$ cat config.mk
export PLATFORM = sky130hd
export DESIGN_NAME = rcsc_cfg_regs
export DESIGN_NICKNAME = d
export VERILOG_FILES = /design/src/hw/rtl/rcsc_pkg.sv /design/src/hw/rtl/rcsc_cfg_regs.sv
export SDC_FILE = /design/constraint.sdc
export NUM_CORES = 1
export LEC_CHECK = 0
export ABC_AREA = 1
export BUFFER_PORTS_ARGS = -buffer_cell sky130_fd_sc_hd__buf_2
export CAP_MARGIN = 25
export CORE_MARGIN = 2
export CORE_UTILIZATION = 27
export CTS_BUF_LIST = sky130_fd_sc_hd__clkbuf_16
export CTS_CLUSTER_DIAMETER = 80
export DETAILED_ROUTE_END_ITERATION = 10
export GPL_ROUTABILITY_DRIVEN = 0
export SLEW_MARGIN = 20
export SYNTH_ARGS = -nofsm -noshare
export SYNTH_HDL_FRONTEND = slang
export SYNTH_SLANG_ARGS = --single-unit
$ cat constraint.sdc
create_clock -name clk -period 0.85 [get_ports clk]
set_input_delay 0.17 -clock clk [delete_from_list [all_inputs] [get_ports clk]]
set_output_delay 0.17 -clock clk [all_outputs]
set_load 0.005 [all_outputs]
$ cat src/hw/rtl/rcsc_pkg.sv
// Shared types and constants for the RC stick conditioner.
// Used by every module under hw/rtl; depends on nothing else.
package rcsc_pkg;

    // Field widths
    localparam int PULSE_W = 11;
    localparam int EXPO_W  = 9;
    localparam int CMD_W   = 10;
    localparam int MODE_W  = 2;

    // Number of register stages in the datapath
    localparam int NUM_STAGES = 8;

    // APB register map
    localparam int ADDR_W = 4;
    localparam int DATA_W = 32;

    typedef enum logic [1:0] {
        REG_CURVE_BLEND      = 2'd0,
        REG_THROTTLE_FLOOR   = 2'd1,
        REG_THROTTLE_CEILING = 2'd2,
        REG_STICK_CENTER     = 2'd3
    } reg_index_t;

    // Register reset values
    localparam logic [EXPO_W-1:0]  EXPO_RESET     = 9'd0;
    localparam logic [PULSE_W-1:0] FLOOR_RESET    = 11'd1000;
    localparam logic [PULSE_W-1:0] CEILING_RESET  = 11'd2000;
    localparam logic [PULSE_W-1:0] CENTER_RESET   = 11'd1500;

    // Flight mode codes and the aux thresholds that select them
    typedef enum logic [MODE_W-1:0] {
        PILOT_RATE      = 2'd0,
        PILOT_ACRO      = 2'd1,
        PILOT_STABILIZE = 2'd2
    } pilot_mode_t;

    localparam logic [PULSE_W-1:0] MODE_LOW_EDGE  = 11'd1300;
    localparam logic [PULSE_W-1:0] MODE_HIGH_EDGE = 11'd1700;

    // Expo curve constants: q = N / (256 * 250000), N / 2^12 / 15625
    localparam logic signed [9:0]  EXPO_ONE     = 10'sd256;
    localparam logic signed [18:0] EXPO_SCALE   = 19'sd250000;
    localparam logic [42:0]        SAT_LEVEL    = 43'd32000000000;
    localparam logic [13:0]        DIV_ODD      = 14'd15625;
    localparam logic [18:0]        DIV_RECIP    = 19'd274877;
    localparam logic [8:0]         CMD_LIMIT    = 9'd500;

    // Configuration registers as seen by the datapath
    typedef struct packed {
        logic [EXPO_W-1:0]  curve_blend;
        logic [PULSE_W-1:0] throttle_floor;
        logic [PULSE_W-1:0] throttle_ceiling;
        logic [PULSE_W-1:0] stick_center;
    } cfg_t;

endpackage

$ cat src/hw/rtl/rcsc_cfg_regs.sv
// APB configuration registers of the RC stick conditioner.
// Depends on rcsc_pkg for the register map and the cfg_t struct.
module rcsc_cfg_regs
(
    input  logic                          clk,
    input  logic                          rst_n,
    input  logic                          psel,
    input  logic                          penable,
    input  logic                          pwrite,
    input  logic [rcsc_pkg::ADDR_W-1:0]   paddr,
    input  logic [rcsc_pkg::DATA_W-1:0]   pwdata,
    output logic [rcsc_pkg::DATA_W-1:0]   prdata,
    output logic                          pready,
    output rcsc_pkg::cfg_t                cfg
);

    rcsc_pkg::cfg_t     cfg_reg;
    rcsc_pkg::cfg_t     cfg_next;
    rcsc_pkg::reg_index_t index;
    logic               wr_en;

    assign pready = 1'b1;
    assign index  = rcsc_pkg::reg_index_t'(paddr[3:2]);
    assign wr_en  = psel && penable && pwrite && pready;

    // Register write decode
    always_comb
    begin
        cfg_next = cfg_reg;
        if (wr_en)
        begin
            case (index)
                rcsc_pkg::REG_CURVE_BLEND:
                    cfg_next.curve_blend = pwdata[rcsc_pkg::EXPO_W-1:0];
                rcsc_pkg::REG_THROTTLE_FLOOR:
                    cfg_next.throttle_floor = pwdata[rcsc_pkg::PULSE_W-1:0];
                rcsc_pkg::REG_THROTTLE_CEILING:
                    cfg_next.throttle_ceiling = pwdata[rcsc_pkg::PULSE_W-1:0];
                rcsc_pkg::REG_STICK_CENTER:
                    cfg_next.stick_center = pwdata[rcsc_pkg::PULSE_W-1:0];
                default:
                    cfg_next = cfg_reg;
            endcase
        end
    end

    always_ff @(posedge clk or negedge rst_n)
    begin
        if (!rst_n)
        begin
            cfg_reg.curve_blend      <= rcsc_pkg::EXPO_RESET;
            cfg_reg.throttle_floor   <= rcsc_pkg::FLOOR_RESET;
            cfg_reg.throttle_ceiling <= rcsc_pkg::CEILING_RESET;
            cfg_reg.stick_center     <= rcsc_pkg::CENTER_RESET;
        end
        else
        begin
            cfg_reg <= cfg_next;
        end
    end

    // Read-back multiplexer
    always_comb
    begin
        case (index)
            rcsc_pkg::REG_CURVE_BLEND:
                prdata = {23'd0, cfg_reg.curve_blend};
            rcsc_pkg::REG_THROTTLE_FLOOR:
                prdata = {21'd0, cfg_reg.throttle_floor};
            rcsc_pkg::REG_THROTTLE_CEILING:
                prdata = {21'd0, cfg_reg.throttle_ceiling};
            rcsc_pkg::REG_STICK_CENTER:
                prdata = {21'd0, cfg_reg.stick_center};
            default:
                prdata = '0;
        endcase
    end

    assign cfg = cfg_reg;

endmodule

Yosys cells after proc, flatten, opt, wreduce, memory -nomap -nowiden
Cells that the tools add are included.
W data, S select, Z words.
- add/sub/neg operators: 0
- multipliers: 0
- div/mod/pow operators: 0
- magnitude comparators: 0
- eq/ne operators: 3
- shift operators: 0
- muxes and demuxes: 1
- bitwise logic cells: 0
- reductions and logical operators: 7
- operators with widths (kind ; number):
    $pmux W32 S4 ; 1
    $reduce_and A2 Y1 ; 4
    $eq A2 B2 Y1 const B ; 2
    $eq A2 B1 Y1 const B ; 1
    $logic_and A1 B1 Y1 ; 2
    $logic_not A2 Y1 ; 1
- flip-flop bits (word level): 42
- bits in latches: 0
- RAM bits: 0
- memory bits (read-only): 0
- input bits: 41
- memories kept: 0

Logic depth before layout (Yosys ltp)
- depth after elaboration: 3
- gate-level depth with buffers: 7
- mapped depth without buffers: 6

Least setup slack after synthesis
OpenSTA, ideal clock, no wires.
- kind: reg2out
- start: register cfg_reg, in the netlist cfg[25]
- end: output prdata[3] (netlist name)
- data arrival time: 696 ps
- data required time: 680 ps
- slack: -16 ps
- stages on the path, launching flop included: 3
- cells stage by stage: dfstp_2 nand3_1 nand4_1
- cells in the longest elaborated chain, start to end: 1
- RTL lines (item ; line ; text):
    start: declaration ; rcsc_cfg_regs.sv:17 ; rcsc_pkg::cfg_t cfg_reg;
    start signal: assignment ; rcsc_cfg_regs.sv:58 ; cfg_reg <= cfg_next;
    $pmux W32 S4 ; rcsc_cfg_regs.sv:65 ; case (index)
    end: declaration ; rcsc_cfg_regs.sv:12 ; output logic [rcsc_pkg::DATA_W-1:0] prdata,
Every way passes these cells. The select of a mux whose other input is x is not followed.

Final worst setup path
- start: register cfg_reg, in the netlist cfg[15]
- end: output prdata[4] (netlist name)
Same word-level chain as after synthesis.

==> reports/metrics.csv <==
metric;value;unit
grt_pass1_vias;2300;
final_nets;465;
hp-class;primary input to flop;
routed_wl;7.26;mm
synth_warnings;0;
syn_area;2170;um2
cp_max_fo;2;
peakVddDrop;0.00100;V
hold_depth;3;
drv_slew;0;
row_count;32;
die_w;93.7;um
endpoint_kind;primary output;
fmaxAchievable;776;MHz
reg2regPathDepth;4;
coreArea;7770;um2
power_density;2160;nW/um2
post-dp-hpwl;5.18;mm
grt-ovfl-total;0;
p_leak;0.00200;uW
r2r-end;cfg[27];
synthTopCellsByArea;dfrtp_1, nand2_1, dfstp_2, buf_4, nand3_1;
clock_latency;290;ps
startpoint_type;flop;
fin_util;49.5;%
cts_sinks;42;
vias;2234;
hold_viol;0;
drc;0;
cts_buffers;5;
grt_max_degree;43;
status;finished with violations;
firstDrtPassIters;4;
synth.ff_latch_count;42;
cts_tree;yes;
post-place-ws;-299;ps
ant_nets;0;
rsz0062_at_grt;true;
ys_types;16;
violations;negative setup slack;
yosys.area.top_type;dfrtp_1;
final_common_cell;nand2_1;
synth_area_per_cell;7.79;um2
drt-initial-drc-count;153;
root_buffer;clkbuf_16;
gr-usage-all-layers;16.6;%
clk_pin_slew;70;ps
design.die.area;8780;um2
drive_gt1_share;51.8;%
r2r_setup_slack;-40;ps
final_cell_mix;nand2_1, buf_6, buf_4, buf_2, dfrtp_1;
r2r_start;cfg[27];
clock_path_buffers;2;
wl_per_cell;13.8;um
holdPathEnd;cfg[20];
io_buffers;70;
slowest_stage;dfstp_2;
grt_pass1_wl;11.2;mm
crit_arrival;1120;ps
critical_path_class;flop to primary output;
final-setup-viol-count;63;
largest_reg_flops;42;
area_growth;76.7;%
start_util;28.0;%
diodes;0;
hp-start;pwdata[9];
synthCells;279;
worst_ep_required_time;680;ps
min_period_over_period;152;%
crit_path_cell_trace;nand3_2, nand4_1, buf_2;
yosysSeqAreaShare;49.5;%
htree_levels;2;
synth_top_area_share;26.5;%
layout_setup_ws;-438;ps
antenna_found_initial;0;
fin_worst_skew;0;ps
vias_per_cell;4.24;
io_pins;116;
slowest_delay;540;ps
final.min_clock_period;1290;ps
die_h;93.7;um
drv_cap;0;
metrics by stage:
stage / power, uW / std cells / instance area [um2] / hold slack (ps) / TNS (ps)
floorplan: 3550 / 299 / 2260 / -126 / -39.6
global placement: 4870 / 503 / 3010 / 160 / -12810
detailed placement: 4900 / 503 / 3010 / 162 / -13390
CTS: 8090 / 524 / 3690 / 98.1 / -16060
global route: 8720 / 527 / 3840 / 108 / -18000
finish: 8280 / 527 / 3840 / 100 / -16120
synthesized netlist by cell type, drive strengths merged:
master / count
nand2: 150
buf: 34
nand3: 30
dfrtp: 23
dfstp: 19
nand4: 9
inv: 6
nor2: 6
conb: 2
worst max-delay path, delay by kind of cell, from the launching register on:
kind | cells | cell delay [ps]
DFF | 1 | 540
and+or+nand+nor | 2 | 170
buffers and inverters | 1 | 120
cell families (layout without fill, tap and decap cells):
kind of cell           Yosys count  in the layout  synth area share [%]
AND/OR/NAND/NOR                195            195                  38.1
flip-flops                      42             42                  49.5
other                            2             22                 0.346
buffers and inverters           40            166                  12.1
power by group:
group	internal [uW]	switching, uW	leakage, uW
Clock	1390	809	0.0000760
Combinational	2040	1170	0.00143
Sequential	2550	325	0.000491
worst max-delay path by stage:
stage,from,endpoint,depth (start not counted)
2_1_floorplan,cfg[3],prdata[3],2
4_1_cts,cfg[4],prdata[4],3
3_3_place_gp,paddr[3],prdata[4],6
3_5_place_dp,paddr[2],cfg[0],7
6_report,cfg[15],prdata[4],3
5_1_grt,cfg[19],prdata[8],3
final cells by class:
class | instances | area [um2]
Clock buffer | 5 | 125
Clock inverter | 3 | 45.0
Fill cell | 744 | 3930
Multi-Input combinational cell | 217 | 1030
Inverter | 6 | 27.5
Timing Repair Buffer | 152 | 1410
Sequential cell | 42 | 1070
Tap cell | 102 | 128
routing by layer:
metal  up-vias  share of wire (%)  track usage [%]
met5         -                  0                0
li1       1128                  -                -
met2        61                 52             29.9
met4         0                1.0             3.99
met3         9                4.4             3.21
met1      1036                 43             20.4
what timing repair did:
| item | in CTS | in global routing |
|---|---|---|
| hold buffers | 1 | 0 |
| endpoints found under the setup margin | 53 | 87 |
| pin swaps | 17 | 22 |
| hold endpoints to repair | 23 | 0 |
| resized for setup | 81 | 46 |
| buffers inserted | 12 | 7 |
Power figures use the tool's default switching activity.
