### config.mk
export PLATFORM = sky130hd
export DESIGN_NAME = rcsc_pipe_ctrl
export DESIGN_NICKNAME = d
export VERILOG_FILES = /design/src/hw/rtl/rcsc_pkg.sv /design/src/hw/rtl/rcsc_pipe_ctrl.sv
export SDC_FILE = /design/constraint.sdc
export NUM_CORES = 1
export LEC_CHECK = 0
export BUFFER_PORTS_ARGS = -buffer_cell sky130_fd_sc_hd__buf_2
export CELL_PAD_IN_SITES_DETAIL_PLACEMENT = 0
export CELL_PAD_IN_SITES_GLOBAL_PLACEMENT = 1
export CORE_AREA = 4 4 41 43
export DETAILED_ROUTE_END_ITERATION = 10
export DIE_AREA = 0 0 45 47
export GPL_ROUTABILITY_DRIVEN = 0
export PLACE_DENSITY_LB_ADDON = 0.25
export SETUP_SLACK_MARGIN = 0.4
export SYNTH_ARGS = -nofsm -noshare
export SYNTH_HDL_FRONTEND = slang
export SYNTH_SLANG_ARGS = --single-unit
### constraint.sdc
create_clock -name clk -period 1.05 [get_ports clk]
set_input_delay 0.1575 -clock clk [delete_from_list [all_inputs] [get_ports clk]]
set_output_delay 0.1575 -clock clk [all_outputs]
set_load 0.03 [all_outputs]
### src/hw/rtl/rcsc_pkg.sv
// Shared types and constants for the RC stick conditioner.
// Used by every module under hw/rtl; depends on nothing else.
package rcsc_pkg;

    // Field widths
    localparam int PULSE_W = 11;
    localparam int EXPO_W  = 9;
    localparam int CMD_W   = 10;
    localparam int MODE_W  = 2;

    // Number of register stages in the datapath
    localparam int NUM_STAGES = 8;

    // APB register map
    localparam int ADDR_W = 4;
    localparam int DATA_W = 32;

    typedef enum logic [1:0] {
        REG_CURVE_BLEND      = 2'd0,
        REG_THROTTLE_FLOOR   = 2'd1,
        REG_THROTTLE_CEILING = 2'd2,
        REG_STICK_CENTER     = 2'd3
    } reg_index_t;

    // Register reset values
    localparam logic [EXPO_W-1:0]  EXPO_RESET     = 9'd0;
    localparam logic [PULSE_W-1:0] FLOOR_RESET    = 11'd1000;
    localparam logic [PULSE_W-1:0] CEILING_RESET  = 11'd2000;
    localparam logic [PULSE_W-1:0] CENTER_RESET   = 11'd1500;

    // Flight mode codes and the aux thresholds that select them
    typedef enum logic [MODE_W-1:0] {
        PILOT_RATE      = 2'd0,
        PILOT_ACRO      = 2'd1,
        PILOT_STABILIZE = 2'd2
    } pilot_mode_t;

    localparam logic [PULSE_W-1:0] MODE_LOW_EDGE  = 11'd1300;
    localparam logic [PULSE_W-1:0] MODE_HIGH_EDGE = 11'd1700;

    // Expo curve constants: q = N / (256 * 250000), N / 2^12 / 15625
    localparam logic signed [9:0]  EXPO_ONE     = 10'sd256;
    localparam logic signed [18:0] EXPO_SCALE   = 19'sd250000;
    localparam logic [42:0]        SAT_LEVEL    = 43'd32000000000;
    localparam logic [13:0]        DIV_ODD      = 14'd15625;
    localparam logic [18:0]        DIV_RECIP    = 19'd274877;
    localparam logic [8:0]         CMD_LIMIT    = 9'd500;

    // Configuration registers as seen by the datapath
    typedef struct packed {
        logic [EXPO_W-1:0]  curve_blend;
        logic [PULSE_W-1:0] throttle_floor;
        logic [PULSE_W-1:0] throttle_ceiling;
        logic [PULSE_W-1:0] stick_center;
    } cfg_t;

endpackage

### src/hw/rtl/rcsc_pipe_ctrl.sv
// Valid and stall control for the stage pipeline of the RC stick conditioner.
// Depends on rcsc_pkg for the stage count.
module rcsc_pipe_ctrl
(
    input  logic                              clk,
    input  logic                              rst_n,
    input  logic                              in_valid,
    output logic                              in_ready,
    output logic                              out_valid,
    input  logic                              out_ready,
    output logic [rcsc_pkg::NUM_STAGES-1:0]   adv
);

    localparam int NS = rcsc_pkg::NUM_STAGES;

    logic [NS-1:0] valid_reg;
    logic [NS-1:0] valid_next;

    // A stage loads when it is empty or when its contents move on.
    always_comb
    begin
        adv[NS-1] = !valid_reg[NS-1] || out_ready;
        for (int k = NS - 2; k >= 0; k--)
        begin
            adv[k] = !valid_reg[k] || adv[k+1];
        end
    end

    // Valid bits follow the data through the stages
    always_comb
    begin
        valid_next = valid_reg;
        if (adv[0])
        begin
            valid_next[0] = in_valid;
        end
        for (int k = 1; k < NS; k++)
        begin
            if (adv[k])
            begin
                valid_next[k] = valid_reg[k-1];
            end
        end
    end

    always_ff @(posedge clk or negedge rst_n)
    begin
        if (!rst_n)
        begin
            valid_reg <= '0;
        end
        else
        begin
            valid_reg <= valid_next;
        end
    end

    assign in_ready  = adv[0];
    assign out_valid = valid_reg[NS-1];

    // The number of items held changes only by what enters and what leaves.
    assert property (@(posedge clk) disable iff (!rst_n)
        (rst_n && $past(rst_n)) |->
        ($countones(valid_reg) == $countones($past(valid_reg))
            + int'($past(in_valid && in_ready))
            - int'($past(out_valid && out_ready))))
        else $error("pipeline item count not conserved");

    // Input back-pressure only when every stage holds an item.
    assert property (@(posedge clk) disable iff (!rst_n)
        !in_ready |-> (&valid_reg))
        else $error("input stalled with an empty stage");

    // A held stage keeps its item while the next stage cannot take it.
    assert property (@(posedge clk) disable iff (!rst_n)
        (valid_reg[0] && !adv[1]) |=> valid_reg[0])
        else $error("first stage lost an item under stall");

endmodule

### Yosys cells after proc, flatten, opt, wreduce, memory -nomap -nowiden

Index checks and enable logic that the tools add are counted.

* word-level logic and storage cells: 24
* register bits after elaboration: 8
* output and inout bits: 10

* reductions and logical operators: 16

Operator list (number)
* $logic_not 1->1: 8
* $logic_or 1x1->1: 8

### Logic depth before layout (Yosys ltp)

* depth in word-level cells: 9
* mapped depth: 4

### Worst setup path after synthesis

Ideal clock, no wire load.

* path kind: register to output
* start point: register valid_reg[7]
* end point: output port adv[0] (netlist bit)
* cell stages (with the launch flop): 5
* path slack: -0.694 ns
* required time: 0.892 ns
* data arrival time: 1.586 ns
* path through: dfrtp_1 -> and4b_4 -> buf_6 -> nand4_1 -> buf_4

* longest elaborated chain between the ends: 9

Ends and longest elaborated chain
* from (decl): RTL line rcsc_pipe_ctrl.sv:16 `logic [NS-1:0] valid_reg;`
* from (signal assigned): RTL line rcsc_pipe_ctrl.sv:54 `valid_reg <= valid_next;`
* $logic_not 1->1: RTL line rcsc_pipe_ctrl.sv:22 `adv[NS-1] = !valid_reg[NS-1] || out_ready;`
* $logic_or 1x1->1: RTL line rcsc_pipe_ctrl.sv:22
* $logic_or 1x1->1 (7 in a row): RTL line rcsc_pipe_ctrl.sv:25 `adv[k] = !valid_reg[k] || adv[k+1];`
* to (decl): RTL line rcsc_pipe_ctrl.sv:11 `output logic [rcsc_pkg::NUM_STAGES-1:0] adv`

No other way between the ends.

### Worst setup path after layout

* start point: register valid_reg[6]
* end point: output port adv[3] (netlist bit)

* longest elaborated chain between the ends: 5

Ends and longest elaborated chain (RTL line)
* $logic_not 1->1: rcsc_pipe_ctrl.sv:25
* $logic_or 1x1->1 (4 in a row): rcsc_pipe_ctrl.sv:25

No other way between the ends.

==> summary.md <==
The flow ran to the end, but the final reports show violations. The checks that failed: negative setup slack. TritonCTS built the clock tree. Measured on the finished design, the core utilization comes to 50.2%.

The first global-routing pass estimated 1.46 mm of wire. The synthesized instance count was 29. Via count: 334. Yosys mapped a number of flops with a built-in enable equal to 0. The number of port buffers came out at 13. For hold timing, the worst endpoint is valid_reg[0]. The tools report the worst hold path startpoint as in_valid. Internal power comes to 0.000819 W. The nature of the critical path startpoint is a flop.

The max-capacitance violation count is 0. The mapped netlist covers 347 µm². Per report_power, the clock group accounts for 21.0% of the total. The total count of hold-check failures in the final report came out at 0. The final max-slew violation count is 0. The via density per instance is 4.51, and the fraction of power spent switching nets is 34.4%. The worst register-to-register path ends at valid_reg[5]. The first detailed-routing pass ran for 3 iterations. The tools report the worst slew margin relative to its limit as 86.8%.

The proportion of synthesized chip area in sequential cells is 57.8%. For the total congestion overflow after global routing, the log shows 0. For the pin with the worst max-slew slack, the measured transition is 0.198 ns. The worst register-to-register path has a setup slack of -0.28 ns.

The run gives 0.89 ns as the required arrival time at the worst endpoint. Counting along the longest clock path gives a buffer depth of 2. The largest area contributor in the netlist is sky130_fd_sc_hd__dfrtp_1. Timing would allow up to 707 MHz. For this block, the initial DRC count from the detailed router was 2. The share of total power dissipated in combinational logic is 47.3%. Entering global routing, the biggest net connects 9 pins. Setup repair after global routing could not meet its margin everywhere.

The maximum net fanout on the critical path works out to 5. The worst hold path passes through 2 cells. The final layout contains routed wiring with a total length of 977 µm. After synthesis the netlist holds a flip-flop and latch count of 8. The floorplan step set the die width to 45 µm. The number of nets in the synthesized netlist is 33. Counting cells, the worst reg-to-reg path comes to 5. The post-route clock period utilization works out to 135%. In this run the vertical extent of the chip is 47 µm. The mean area per synthesized cell was 12.0 µm². The starting density of the core came out at 26.6%. The tools report the half-perimeter wire length of the detailed placement result as 565 µm.

The floorplan has 13 rows. The worst setup path is captured at a primary output. The analysis attributes to cell leakage a power of 0.314 nW.

The logs give 8 for the clock sink total and 0.00130 mm² for the core area. Setup violations remaining at the end of the flow were counted as 17. The growth of design area from synthesis to finish was 88.4%. With fillers left out, the area of the finished cells amounts to 653 µm².

The final period demand of the worst path was 1.41 ns. For this design, the slowest cell found on the critical path is sky130_fd_sc_hd__dfrtp_1. For this run, the leading register cell type out of synthesis is sky130_fd_sc_hd__dfrtp_1. The die covers 0.00212 mm².

The later pin in the worst-skew pair is clocked with a latency of 0.26 ns. Number of nets in the final layout: 64. The cell with the most instances after synthesis is sky130_fd_sc_hd__dfrtp_1. The number of antenna violations at the first check in global routing was 0; the post-detailed-route count of antenna-violating nets was 0. Dividing the detail-routed wire length by the instance count gives 13.2 µm.

The classification of the worst-slack hold path is input pin to flop. The logs give 14 for the number of I/O pins and 1.26 ns for the critical path data arrival time. The clock root buffer master was sky130_fd_sc_hd__clkbuf_4.

The final worst clock skew was 0.00835 ns. For this design the total switching power over the nets is 0.000429 W. The count of H-tree levels built during CTS was 1. In the post-synthesis netlist, the biggest area contributors are sky130_fd_sc_hd__dfrtp_1, sky130_fd_sc_hd__nand2b_1, sky130_fd_sc_hd__a21o_1.

The worst setup path is of the flop to primary output kind. Once placement finished, the instance area stood at 445 µm². Slack of the critical path: -0.364 ns. Buffers inserted during clock tree synthesis total 3. Clock-pin slew was measured on the worst setup and hold paths at 0.06 ns. The area share of the largest cell type after synthesis is 57.8%, and the post-placement setup slack is -0.0903 ns. The repair_antennas step left the layout with diodes totalling 0. Walking the worst path, the cells encountered are and4b_4 -> buf_4 -> nand3_2 -> buf_6. Dividing total power by cell area gives a power density of 1910 mW/mm². The share of flip-flops with an asynchronous set or reset is 100%. The worst register-to-register path begins at valid_reg[7]. For this run, design rule violations remaining after detail routing come to 0. Of the cells placed in the final design, the portion with a size suffix greater than 1 is 64.4%.

Yosys printed 0 warnings. In this design, the stage delay of the slowest critical-path cell is 0.37 ns. After layout, the design draws a total of 0.00125 W.

Sequential cell fraction of total power: 31.7%. The number of global-route vias before repair was 317; the final-layout worst hold slack was 0.0945 ns. Sorting the synthesized cells by how often they occur yields sky130_fd_sc_hd__dfrtp_1, sky130_fd_sc_hd__nand2b_1, sky130_fd_sc_hd__a21o_1, sky130_fd_sc_hd__nand2_1, sky130_fd_sc_hd__nand3_1. The worst vdd rail ir drop is 0.855 mV.

The global router's overall resource usage is 10.4%, and the count of cell types in the netlist is 17. The register with the most flip-flops in the layout has 8 of them.
-- per-stage QoR --
stage	setup TNS, ns	cells
finish	-4.38	74
global placement	-0.264	59
detailed placement	-0.363	59
floorplan	-1.88	29
CTS	-3.20	69
global route	-5.30	74
-- placed cells by master, fill, tap and decap left out, drive strengths merged --
cell / instances
nand2b: 3
nand2: 2
nand3b: 1
or2: 1
buf: 27
nand3: 2
dfrtp: 8
clkbuf: 4
a31o: 2
and3: 1
a21o: 2
dlygate4sd3: 1
nand4: 1
a41o: 1
inv: 1
and4b: 2
-- critical path: cells and delay by family (launching register included) --
family | cells | cell delay [ns]
flip-flops | 1 | 0.37
AND/OR/NAND/NOR | 2 | 0.36
buffers and inverters | 2 | 0.27
-- logic make-up after synthesis --
family	after synthesis	synth area share [%]
flip-flops	8	57.8
buffers and inverters	4	7.94
AO/OA/AOI/OAI	5	12.3
AND/OR/NAND/NOR	12	22.0
-- power groups by stage --
stage | Clock (W) | Sequential [W] | Combinational, W
floorplan | 0 | 0.000408 | 0.000252
global placement | 0 | 0.000392 | 0.000372
detailed placement | 0 | 0.000395 | 0.000380
CTS | 0.000269 | 0.000395 | 0.000512
global route | 0.000288 | 0.000406 | 0.000628
finish | 0.000262 | 0.000396 | 0.000591
-- cell type report --
| type | instances | area (µm²) |
|---|---|---|
| tap | 15 | 18.8 |
| fill | 132 | 648 |
| timing repair buffer | 28 | 253 |
| inverter | 1 | 3.75 |
| sequential | 8 | 201 |
| clock buffer | 4 | 26.3 |
| multi-input combinational | 18 | 150 |
-- worst max-delay path by stage --
stage                            start  endpoint  slack (ns)  cells past startpoint
after floorplan           valid_reg[7]    adv[0]       -0.58                      4
after global placement       out_ready  in_ready       -0.08                      4
after detailed placement     out_ready  in_ready       -0.09                      4
after CTS                 valid_reg[6]  in_ready       -0.35                      3
after global routing      valid_reg[6]  in_ready       -0.43                      3
final                     valid_reg[6]    adv[3]       -0.36                      4
-- routing by layer --
| layer | part of all wire (%) | track usage [%] | up-vias |
|---|---|---|---|
| li1 | - | - | 163 |
| met1 | 40 | 12.4 | 156 |
| met2 | 52 | 15.0 | 11 |
| met3 | 4.9 | 4.60 | 4 |
| met4 | 3.1 | 7.02 | 0 |
| met5 | 0 | 0 | - |
-- repair_timing --
| action | in CTS | in global routing |
|---|---|---|
| setup buffers | 4 | 5 |
| hold buffers | 1 | 0 |
| endpoints found under the hold margin | 8 | 0 |
| gates resized for setup | 18 | 8 |
| endpoints found under the setup margin | 18 | 18 |
| cloned | 1 | 0 |
| pin swaps | 5 | 2 |
(Power assumes the default switching activity.)
