--- src/hw/rtl/rcsc_pkg.sv ---
// Shared types and constants for the RC stick conditioner.
// Used by every module under hw/rtl; depends on nothing else.
package rcsc_pkg;

    // Field widths
    localparam int PULSE_W = 11;
    localparam int EXPO_W  = 9;
    localparam int CMD_W   = 10;
    localparam int MODE_W  = 2;

    // Number of register stages in the datapath
    localparam int NUM_STAGES = 8;

    // APB register map
    localparam int ADDR_W = 4;
    localparam int DATA_W = 32;

    typedef enum logic [1:0] {
        REG_CURVE_BLEND      = 2'd0,
        REG_THROTTLE_FLOOR   = 2'd1,
        REG_THROTTLE_CEILING = 2'd2,
        REG_STICK_CENTER     = 2'd3
    } reg_index_t;

    // Register reset values
    localparam logic [EXPO_W-1:0]  EXPO_RESET     = 9'd0;
    localparam logic [PULSE_W-1:0] FLOOR_RESET    = 11'd1000;
    localparam logic [PULSE_W-1:0] CEILING_RESET  = 11'd2000;
    localparam logic [PULSE_W-1:0] CENTER_RESET   = 11'd1500;

    // Flight mode codes and the aux thresholds that select them
    typedef enum logic [MODE_W-1:0] {
        PILOT_RATE      = 2'd0,
        PILOT_ACRO      = 2'd1,
        PILOT_STABILIZE = 2'd2
    } pilot_mode_t;

    localparam logic [PULSE_W-1:0] MODE_LOW_EDGE  = 11'd1300;
    localparam logic [PULSE_W-1:0] MODE_HIGH_EDGE = 11'd1700;

    // Expo curve constants: q = N / (256 * 250000), N / 2^12 / 15625
    localparam logic signed [9:0]  EXPO_ONE     = 10'sd256;
    localparam logic signed [18:0] EXPO_SCALE   = 19'sd250000;
    localparam logic [42:0]        SAT_LEVEL    = 43'd32000000000;
    localparam logic [13:0]        DIV_ODD      = 14'd15625;
    localparam logic [18:0]        DIV_RECIP    = 19'd274877;
    localparam logic [8:0]         CMD_LIMIT    = 9'd500;

    // Configuration registers as seen by the datapath
    typedef struct packed {
        logic [EXPO_W-1:0]  curve_blend;
        logic [PULSE_W-1:0] throttle_floor;
        logic [PULSE_W-1:0] throttle_ceiling;
        logic [PULSE_W-1:0] stick_center;
    } cfg_t;

endpackage

--- src/hw/rtl/rcsc_axis_lane.sv ---
// One stick axis of the RC stick conditioner: centring and the cubic expo
// curve over eight register stages. Depends on rcsc_pkg for constants.
module rcsc_axis_lane
(
    input  logic                                  clk,
    input  logic                                  rst_n,
    input  logic [rcsc_pkg::NUM_STAGES-1:0]       adv,
    input  logic                                  out_valid,
    input  logic [rcsc_pkg::PULSE_W-1:0]          pulse,
    input  rcsc_pkg::cfg_t                        cfg,
    output logic signed [rcsc_pkg::CMD_W-1:0]     cmd
);

    // Stage 1: centred stick and linear weight
    logic signed [11:0] x1_reg;
    logic signed [11:0] x1_next;
    logic signed [9:0]  w1_reg;
    logic signed [9:0]  w1_next;

    // Stage 2: square and linear product
    logic signed [23:0] x2_full;
    logic signed [21:0] xw_full;
    logic signed [22:0] x2_reg;
    logic signed [19:0] xw2_reg;
    logic signed [11:0] x_s2_reg;

    // Stage 3: cube and scaled linear term
    logic signed [34:0] x3_full;
    logic signed [38:0] lin_full;
    logic signed [33:0] x3_reg;
    logic signed [37:0] lin3_reg;

    // Stage 4: weighted cube
    logic signed [43:0] cub_full;
    logic signed [42:0] cub4_reg;
    logic signed [37:0] lin4_reg;

    // Stage 5: numerator
    logic signed [43:0] num_next;
    logic signed [43:0] num5_reg;

    // Stage 6: magnitude, sign and saturation
    logic [43:0]        mag_full;
    logic [42:0]        mag_abs;
    logic               neg6_reg;
    logic               sat6_reg;
    logic [22:0]        m6_reg;

    // Stage 7: reciprocal estimate of the quotient
    logic [41:0]        est_full;
    logic [8:0]         qa7_reg;
    logic [22:0]        m7_reg;
    logic               neg7_reg;
    logic               sat7_reg;

    // Stage 8: correction, saturation and sign
    logic [22:0]        qprod;
    logic [23:0]        rem;
    logic [8:0]         quo;
    logic [8:0]         mag_out;
    logic signed [9:0]  cmd_next;
    logic signed [9:0]  cmd_reg;

    assign x1_next = $signed({1'b0, pulse}) - $signed({1'b0, cfg.stick_center});
    assign w1_next = rcsc_pkg::EXPO_ONE - $signed({1'b0, cfg.curve_blend});

    assign x2_full  = 24'(x1_reg) * 24'(x1_reg);
    assign xw_full  = 22'(x1_reg) * 22'(w1_reg);
    assign x3_full  = 35'(x2_reg) * 35'(x_s2_reg);
    assign lin_full = 39'(xw2_reg) * 39'(rcsc_pkg::EXPO_SCALE);
    assign cub_full = 44'(x3_reg) * 44'($signed({1'b0, cfg.curve_blend}));
    assign num_next = 44'(lin4_reg) + 44'(cub4_reg);

    // The low twelve bits of the divisor are a shift; the odd part is 15625.
    assign mag_full = num5_reg[43] ? (-num5_reg) : num5_reg;
    assign mag_abs  = mag_full[42:0];

    assign est_full = 42'(m6_reg) * 42'(rcsc_pkg::DIV_RECIP);

    // The estimate is the quotient or one short of it.
    assign qprod    = 23'(qa7_reg) * 23'(rcsc_pkg::DIV_ODD);
    assign rem      = {1'b0, m7_reg} - {1'b0, qprod};
    assign quo      = (rem >= {10'd0, rcsc_pkg::DIV_ODD}) ? (qa7_reg + 9'd1) : qa7_reg;
    assign mag_out  = sat7_reg ? rcsc_pkg::CMD_LIMIT : quo;
    assign cmd_next = neg7_reg ? -$signed({1'b0, mag_out}) : $signed({1'b0, mag_out});

    // Datapath registers, each stage loading when the control lets it move
    always_ff @(posedge clk)
    begin
        if (adv[0])
        begin
            x1_reg <= x1_next;
            w1_reg <= w1_next;
        end
        if (adv[1])
        begin
            x2_reg   <= x2_full[22:0];
            xw2_reg  <= xw_full[19:0];
            x_s2_reg <= x1_reg;
        end
        if (adv[2])
        begin
            x3_reg   <= x3_full[33:0];
            lin3_reg <= lin_full[37:0];
        end
        if (adv[3])
        begin
            cub4_reg <= cub_full[42:0];
            lin4_reg <= lin3_reg;
        end
        if (adv[4])
        begin
            num5_reg <= num_next;
        end
        if (adv[5])
        begin
            neg6_reg <= num5_reg[43];
            sat6_reg <= (mag_abs >= rcsc_pkg::SAT_LEVEL);
            m6_reg   <= mag_abs[34:12];
        end
        if (adv[6])
        begin
            qa7_reg  <= est_full[40:32];
            m7_reg   <= m6_reg;
            neg7_reg <= neg6_reg;
            sat7_reg <= sat6_reg;
        end
        if (adv[7])
        begin
            cmd_reg <= cmd_next;
        end
    end

    assign cmd = cmd_reg;

    // A delivered command never leaves the saturation range.
    assert property (@(posedge clk) disable iff (!rst_n)
        out_valid |-> (cmd_reg <= 10'sd500 && cmd_reg >= -10'sd500))
        else $error("axis command outside the saturation range");

endmodule

--- config.mk ---
export PLATFORM = sky130hd
export DESIGN_NAME = rcsc_axis_lane
export DESIGN_NICKNAME = d
export VERILOG_FILES = /design/src/hw/rtl/rcsc_pkg.sv /design/src/hw/rtl/rcsc_axis_lane.sv
export SDC_FILE = /design/constraint.sdc
export NUM_CORES = 2
export LEC_CHECK = 0
export BUFFER_PORTS_ARGS = -buffer_cell sky130_fd_sc_hd__buf_4
export CORE_AREA = 2 2 379 381
export CTS_CLUSTER_DIAMETER = 200
export CTS_CLUSTER_SIZE = 20
export DETAILED_ROUTE_END_ITERATION = 10
export DIE_AREA = 0 0 381 383
export PLACE_DENSITY_LB_ADDON = 0.1
export SLEW_MARGIN = 40
export SYNTH_ARGS = -nofsm -noshare
export SYNTH_HDL_FRONTEND = slang
export SYNTH_SLANG_ARGS = --single-unit
--- constraint.sdc ---
create_clock -name clk -period 13.6 [get_ports clk]
set_input_delay 0.68 -clock clk [delete_from_list [all_inputs] [get_ports clk]]
set_output_delay 0.68 -clock clk [all_outputs]
set_load 0.02 [all_outputs]
# Word-level counts from Yosys, hierarchy flattened
# Cells that the tools add are included.
[op_classes]
addsub = 7
mul = 7
order_cmp = 2
mux = 4
[ops]
columns = ["op", "n"]
rows = [
  ["$add A38 B43 Y44", 1],
  ["$ge A43 B35 Y1 const B", 1],
  ["$mul A34 B10 Y43", 1],
  ["$mux W43", 1],
  ["$neg A43 Y43", 1],
  ["$mul A23 B19 Y41 const B", 1],
  ["$mul A20 B15 Y34 const B", 1],
  ["$mul A23 B12 Y34", 1],
  ["$mux W9", 3],
  ["$ge A24 B14 Y1 const B", 1],
  ["$sub A23 B23 Y24", 1],
  ["$mul A12 B12 Y23", 1],
  ["$mul A9 B14 Y23 const B", 1],
  ["$mul A12 B10 Y20", 1],
  ["$sub A11 B11 Y12", 1],
  ["$neg A9 Y10", 1],
  ["$sub A9 B9 Y10 const A", 1],
  ["$add A9 B1 Y9 const B", 1],
]
[word_totals]
ff_bits = 335
inputBits = 64
elab_cells = 39

# Longest topological paths before layout
[logic_depth]
word_depth = 7
ltp_mapped = 28

# Worst setup path after synthesis
# Ideal clock, no wire load.
[synth_path]
path_type = "input -> register"
start = "input port cfg[34] (netlist bit)"
end = "register cub4_reg[38], data pin"
setup_time_ns = 0.263
arrival_time_ns = 6.826
setup_slack_ns = 6.511
stages = 24
path_buffers = 2
path_cell_list = "clkbuf_1 -> clkbuf_1 -> nand2_1 -> fa_1 -> inv_1 -> fa_1 -> inv_1 -> fa_1 -> inv_1 -> fa_1 -> fa_1 -> ha_1 -> a21o_1 -> a21o_1 -> a21oi_1 -> o21ai_0 -> a311o_1 -> a31o_2 -> a41oi_1 -> nor3_1 -> o2111a_1 -> or4_1 -> a31oi_1 -> xnor2_1"
[synth_via]
elab_chain_cells = 1
[synth_rtl]
columns = ["item", "line", "source"]
rows = [
  ["start: declaration", "rcsc_axis_lane.sv:10", "input rcsc_pkg::cfg_t cfg,"],
  ["$mul A34 B10 Y43", "rcsc_axis_lane.sv:71", "assign cub_full = 44'(x3_reg) * 44'($signed({1'b0, cfg.curve_blend}));"],
  ["named net cub_full[38]", "rcsc_axis_lane.sv:34", "logic signed [43:0] cub_full;"],
  ["end signal: assignment", "rcsc_axis_lane.sv:108", "cub4_reg <= cub_full[42:0];"],
  ["end: declaration", "rcsc_axis_lane.sv:35", "logic signed [42:0] cub4_reg;"],
]
# The timed path passes the listed nets, and every way through them passes these cells.
# A chain may end at the register's enable or synchronous reset.

# Worst setup path after layout
[layout_path]
start = "register qa7_reg[0]"
end = "register cmd_reg[8] (netlist: cmd[8]), data pin"
[layout_via]
elab_chain_cells = 7
elab_cells_between_ends = 8
cone_classes = "add/sub: 3; mul: 1; order compare: 1; mux: 3"
[layout_rtl]
columns = ["item", "line", "source"]
rows = [
  ["start: declaration", "rcsc_axis_lane.sv:51", "logic [8:0] qa7_reg;"],
  ["start signal: assignment", "rcsc_axis_lane.sv:123", "qa7_reg <= est_full[40:32];"],
  ["$mul A9 B14 Y23", "rcsc_axis_lane.sv:81", "assign qprod = 23'(qa7_reg) * 23'(rcsc_pkg::DIV_ODD);"],
  ["$sub A23 B23 Y24", "rcsc_axis_lane.sv:82", "assign rem = {1'b0, m7_reg} - {1'b0, qprod};"],
  ["$ge A24 B14 Y1", "rcsc_axis_lane.sv:83", "assign quo = (rem >= {10'd0, rcsc_pkg::DIV_ODD}) ? (qa7_reg + 9'd1) : qa7_reg;"],
  ["$mux W9 *", "rcsc_axis_lane.sv:83", ""],
  ["$mux W9 *", "rcsc_axis_lane.sv:84", "assign mag_out = sat7_reg ? rcsc_pkg::CMD_LIMIT : quo;"],
  ["$neg A9 Y10", "rcsc_axis_lane.sv:85", "assign cmd_next = neg7_reg ? -$signed({1'b0, mag_out}) : $signed({1'b0, mag_out});"],
  ["$mux W9 *", "rcsc_axis_lane.sv:85", ""],
  ["named net cmd_next[8]", "rcsc_axis_lane.sv:61", "logic signed [9:0] cmd_next;"],
  ["end signal: assignment", "rcsc_axis_lane.sv:130", "cmd_reg <= cmd_next;"],
  ["end: declaration", "rcsc_axis_lane.sv:62", "logic signed [9:0] cmd_reg;"],
]
# Mark *: on every way through the listed nets, which the timed path passes. The rest lies on a longest branch.

==> results.md <==
- CTS Sinks: roughly 330
- Crit-path max FO: 14
- Worst hold stages: 1
- Critical path class: flip-flop to flip-flop
- CTS root buf: clkbuf_16
- Vias per inst: about 4.8
- Full die area: around 150,000 um^2
- Gates resized, CTS repair: 0
- Post-Syn Area per Cell: 10.1 um^2
- Hold Violations, Final: 0
- Total routed wirelength: roughly 120 mm
- CTS tree: yes
- Die width: 381 um
- Largest family of logic cells by synthesized area: adder cells
- XOR/XNOR share of the synthesized area: between 3 and 4%
- Synth Area in Adders: between 50% and 60%
- Die Ht: between 300 and 400 um
- First-pass GRT wire length: between 200 and 250 mm
- Largest net degree at the start of global routing: roughly 70
- Vias in the first global route: approximately 40,000
- Post-synthesis async set-or-reset flop share: 0%
- Mapped Cells: 5,590
- Post-DR wirelength/cell: between 15 and 20 um
- ANT nets after route: 0
- Post-synthesis mux area share: less than 1%
- Vias: 35,700
- Highest Clock Rate: roughly 0.13 GHz
- Crit path capture type: flip-flop
- Antenna cells: 0
- Post-synthesis instance area: roughly 56,000 um^2
- GRT Overall Usage: between 10% and 20%
- Ports: 74
- Nets: ~7,300
- Pins Over Slew Limit: 0
- Hold EP: cub4_reg[0]$_DFFE_PP_
- Worst Tran Pin Value: between 0.8 and 0.9 ns
- Synth Area in Simple Gates: 11.5%
- Number of distinct library cells after synthesis: 87
- IO buf count: a little under 50
- Finished Layout Cells: 7,455
- Cts bufs inserted: 21
- Post-route DRC violation count: 0
- Max Cap Violations: 0
- Drt first pass iters: 5
- Row cnt: 139
- Flops & latches, synth: roughly 330
- Final clock skew: between 0.03 and 0.04 ns
- Reg-to-Reg End: cmd[8]$_DFFE_PP_
- Worst setup SP type: flip-flop
- Min Tclk post-route: around 7.8 ns
- Initial Utilization: around 40%
- Hold slack: around 0.4 ns
- Proportion of layout cells with a drive suffix above 1: under 10%
- Initial detailed-routing violation count: approximately 1,300
- Seq/Total Area, Yosys: about 18%
- CTS max path bufs: 3
- Total congestion overflow: 0
- Max FFs per register: between 40 and 50
- Placed Instances: ~7,400
- Final core utilization: about two fifths
- RD Place Congestion: about 0.80
- Compound-Gate Fraction of Synth Area: slightly below 7%
- CTS H-tree depth: 1
- Relative slew slack: 43.9%
- Post-DP HPWL: between 100 and 150 mm
- Final setup viols: 0
- Ys flop type: edfxtp_1
- Status: finished clean
- Number of flops mapped to enable cells by yosys: between 300 and 400
- WP data required: between 10 and 15 ns
- Setup tns final: 0 ns
- Worst-skew pair later-pin latency: around 0.6 ns
- Core ar.: around 140,000 um^2
- FF-to-FF path depth: 25
- CTS clk-pin slew, worst paths: around 0.090 ns
- Hold Crit Class: input pin to flip-flop
- RSZ-0062 raised after global routing: false
- Worst reg2reg path startpoint: qa7_reg[0]$_DFFE_PP_
- Register-to-register setup slack: just under 6 ns
- Initial antenna violation count: 1
- Synth-to-layout area growth: 5.53%
- Number of post-CTS setup repair buffers: 0
- Worst path arrival time: ~8 ns
- Synth Warn #: 0
- Hold_buf cts: 0
- HP Start: adv[3]
- Period utilization: between 50% and 60%
cell type report:
| cell class | count | area [um^2] |
|---|---|---|
| Fill cell | 14100 | 82700 |
| Inverter | 1323 | 4970 |
| Clock buffer | 21 | 526 |
| Multi-Input combinational cell | 3795 | 41000 |
| Clock inverter | 3 | 41.3 |
| Sequential cell | 333 | 10000 |
| Tap cell | 1903 | 2380 |
| Timing Repair Buffer | 77 | 654 |
worst max-delay path by stage:
| stage | start | endpoint | slack [ns] | depth (start not counted) |
|---|---|---|---|---|
| global placement | qa7_reg[0]$_DFFE_PP_ | cmd[8]$_DFFE_PP_ | 5.78 | 25 |
| floorplan | cfg[34] | cub4_reg[38]$_DFFE_PP_ | 6.51 | 24 |
| CTS | qa7_reg[0]$_DFFE_PP_ | cmd[8]$_DFFE_PP_ | 5.76 | 25 |
| global route | qa7_reg[0]$_DFFE_PP_ | cmd[8]$_DFFE_PP_ | 5.37 | 25 |
| finish | qa7_reg[0]$_DFFE_PP_ | cmd[8]$_DFFE_PP_ | 5.84 | 25 |
| detailed placement | qa7_reg[0]$_DFFE_PP_ | cmd[8]$_DFFE_PP_ | 5.81 | 25 |
cell usage after synthesis (all sizes together), types with 7 or more instances:
| cell type | n | area (um^2) |
|---|---|---|
| a211o | 10 | 87.6 |
| a211oi | 16 | 125 |
| a21boi | 13 | 97.6 |
| a21o | 101 | 759 |
| a21oi | 156 | 781 |
| a31o | 11 | 96.3 |
| a31oi | 20 | 125 |
| and2 | 389 | 2430 |
| and3 | 28 | 176 |
| buf | 11 | 51.3 |
| clkbuf | 130 | 488 |
| edfxtp | 333 | 10000 |
| fa | 981 | 19600 |
| ha | 692 | 8660 |
| inv | 1322 | 4960 |
| nand2 | 450 | 1690 |
| nand2b | 66 | 413 |
| nand3 | 50 | 250 |
| nand3b | 7 | 65.1 |
| nand4 | 17 | 106 |
| nor2 | 148 | 556 |
| nor2b | 30 | 188 |
| nor3 | 39 | 195 |
| nor4 | 10 | 62.6 |
| o2111ai | 8 | 70.1 |
| o211ai | 17 | 128 |
| o21a | 29 | 218 |
| o21ai | 102 | 510 |
| o21bai | 21 | 158 |
| o31ai | 11 | 101 |
| o41ai | 8 | 77.6 |
| or2 | 8 | 50.1 |
| or3 | 17 | 108 |
| xnor2 | 187 | 1640 |
| xor2 | 63 | 552 |
kinds of logic (layout without fill, tap and decap cells):
kind of cell             Yosys count  after routing
adder cells (fa/ha/maj)         1674           1674
buffers and inverters           1464           1424
AND/OR/NAND/NOR                 1282           1282
AO/OA/AOI/OAI                    575            575
flip-flops                       333            333
XOR/XNOR                         250            250
multiplexers                      10             10
other                              2              4
per-stage QoR:
stage / setup slack, ns / cell area (um^2)
after global routing: 5.37 / 59500
after detailed placement: 5.81 / 58900
after CTS: 5.76 / 59500
final: 5.84 / 59500
after floorplan: 6.51 / 56400
after global placement: 5.78 / 58700
critical path, cell delays in order (launching register included):
cell and delay [ns]:
edfxtp_1 0.78, inv_1 0.32, fa_1 0.43, inv_1 0.10, fa_1 0.43, ha_1 0.28
inv_1 0.05, fa_1 0.52, inv_1 0.05, fa_1 0.49, inv_1 0.04, ha_1 0.38
a211o_1 0.29, a21oi_1 0.21, o21ai_0 0.16, a21o_1 0.20, or3_1 0.30, a222oi_1 0.33
o2111ai_1 0.22, or4_1 0.71, mux2_2 0.37, nand2_1 0.08, ha_1 0.18, inv_1 0.10
o41ai_2 0.36, xor2_1 0.11
cell usage in the layout, fill, tap and decap left out, types with 100 or more instances in the layout:
master,instances
a21o_1,100
a21oi_1,156
and2_1,388
edfxtp_1,333
fa_1,981
ha_1,692
inv_1,1322
nand2_1,450
nor2_1,148
o21ai_0,102
xnor2_1,183
metal layers:
metal	track usage, %	wire [um]	vias up
met5	0	8	-
met4	2.46	1660	2
met3	1.16	1950	77
met2	32.8	63300	233
met1	23.3	56500	18000
li1	-	-	17300
Power is left out: the tool's default activity adds up to more than one toggle a clock period on the data nets, which glitch-free logic cannot reach.
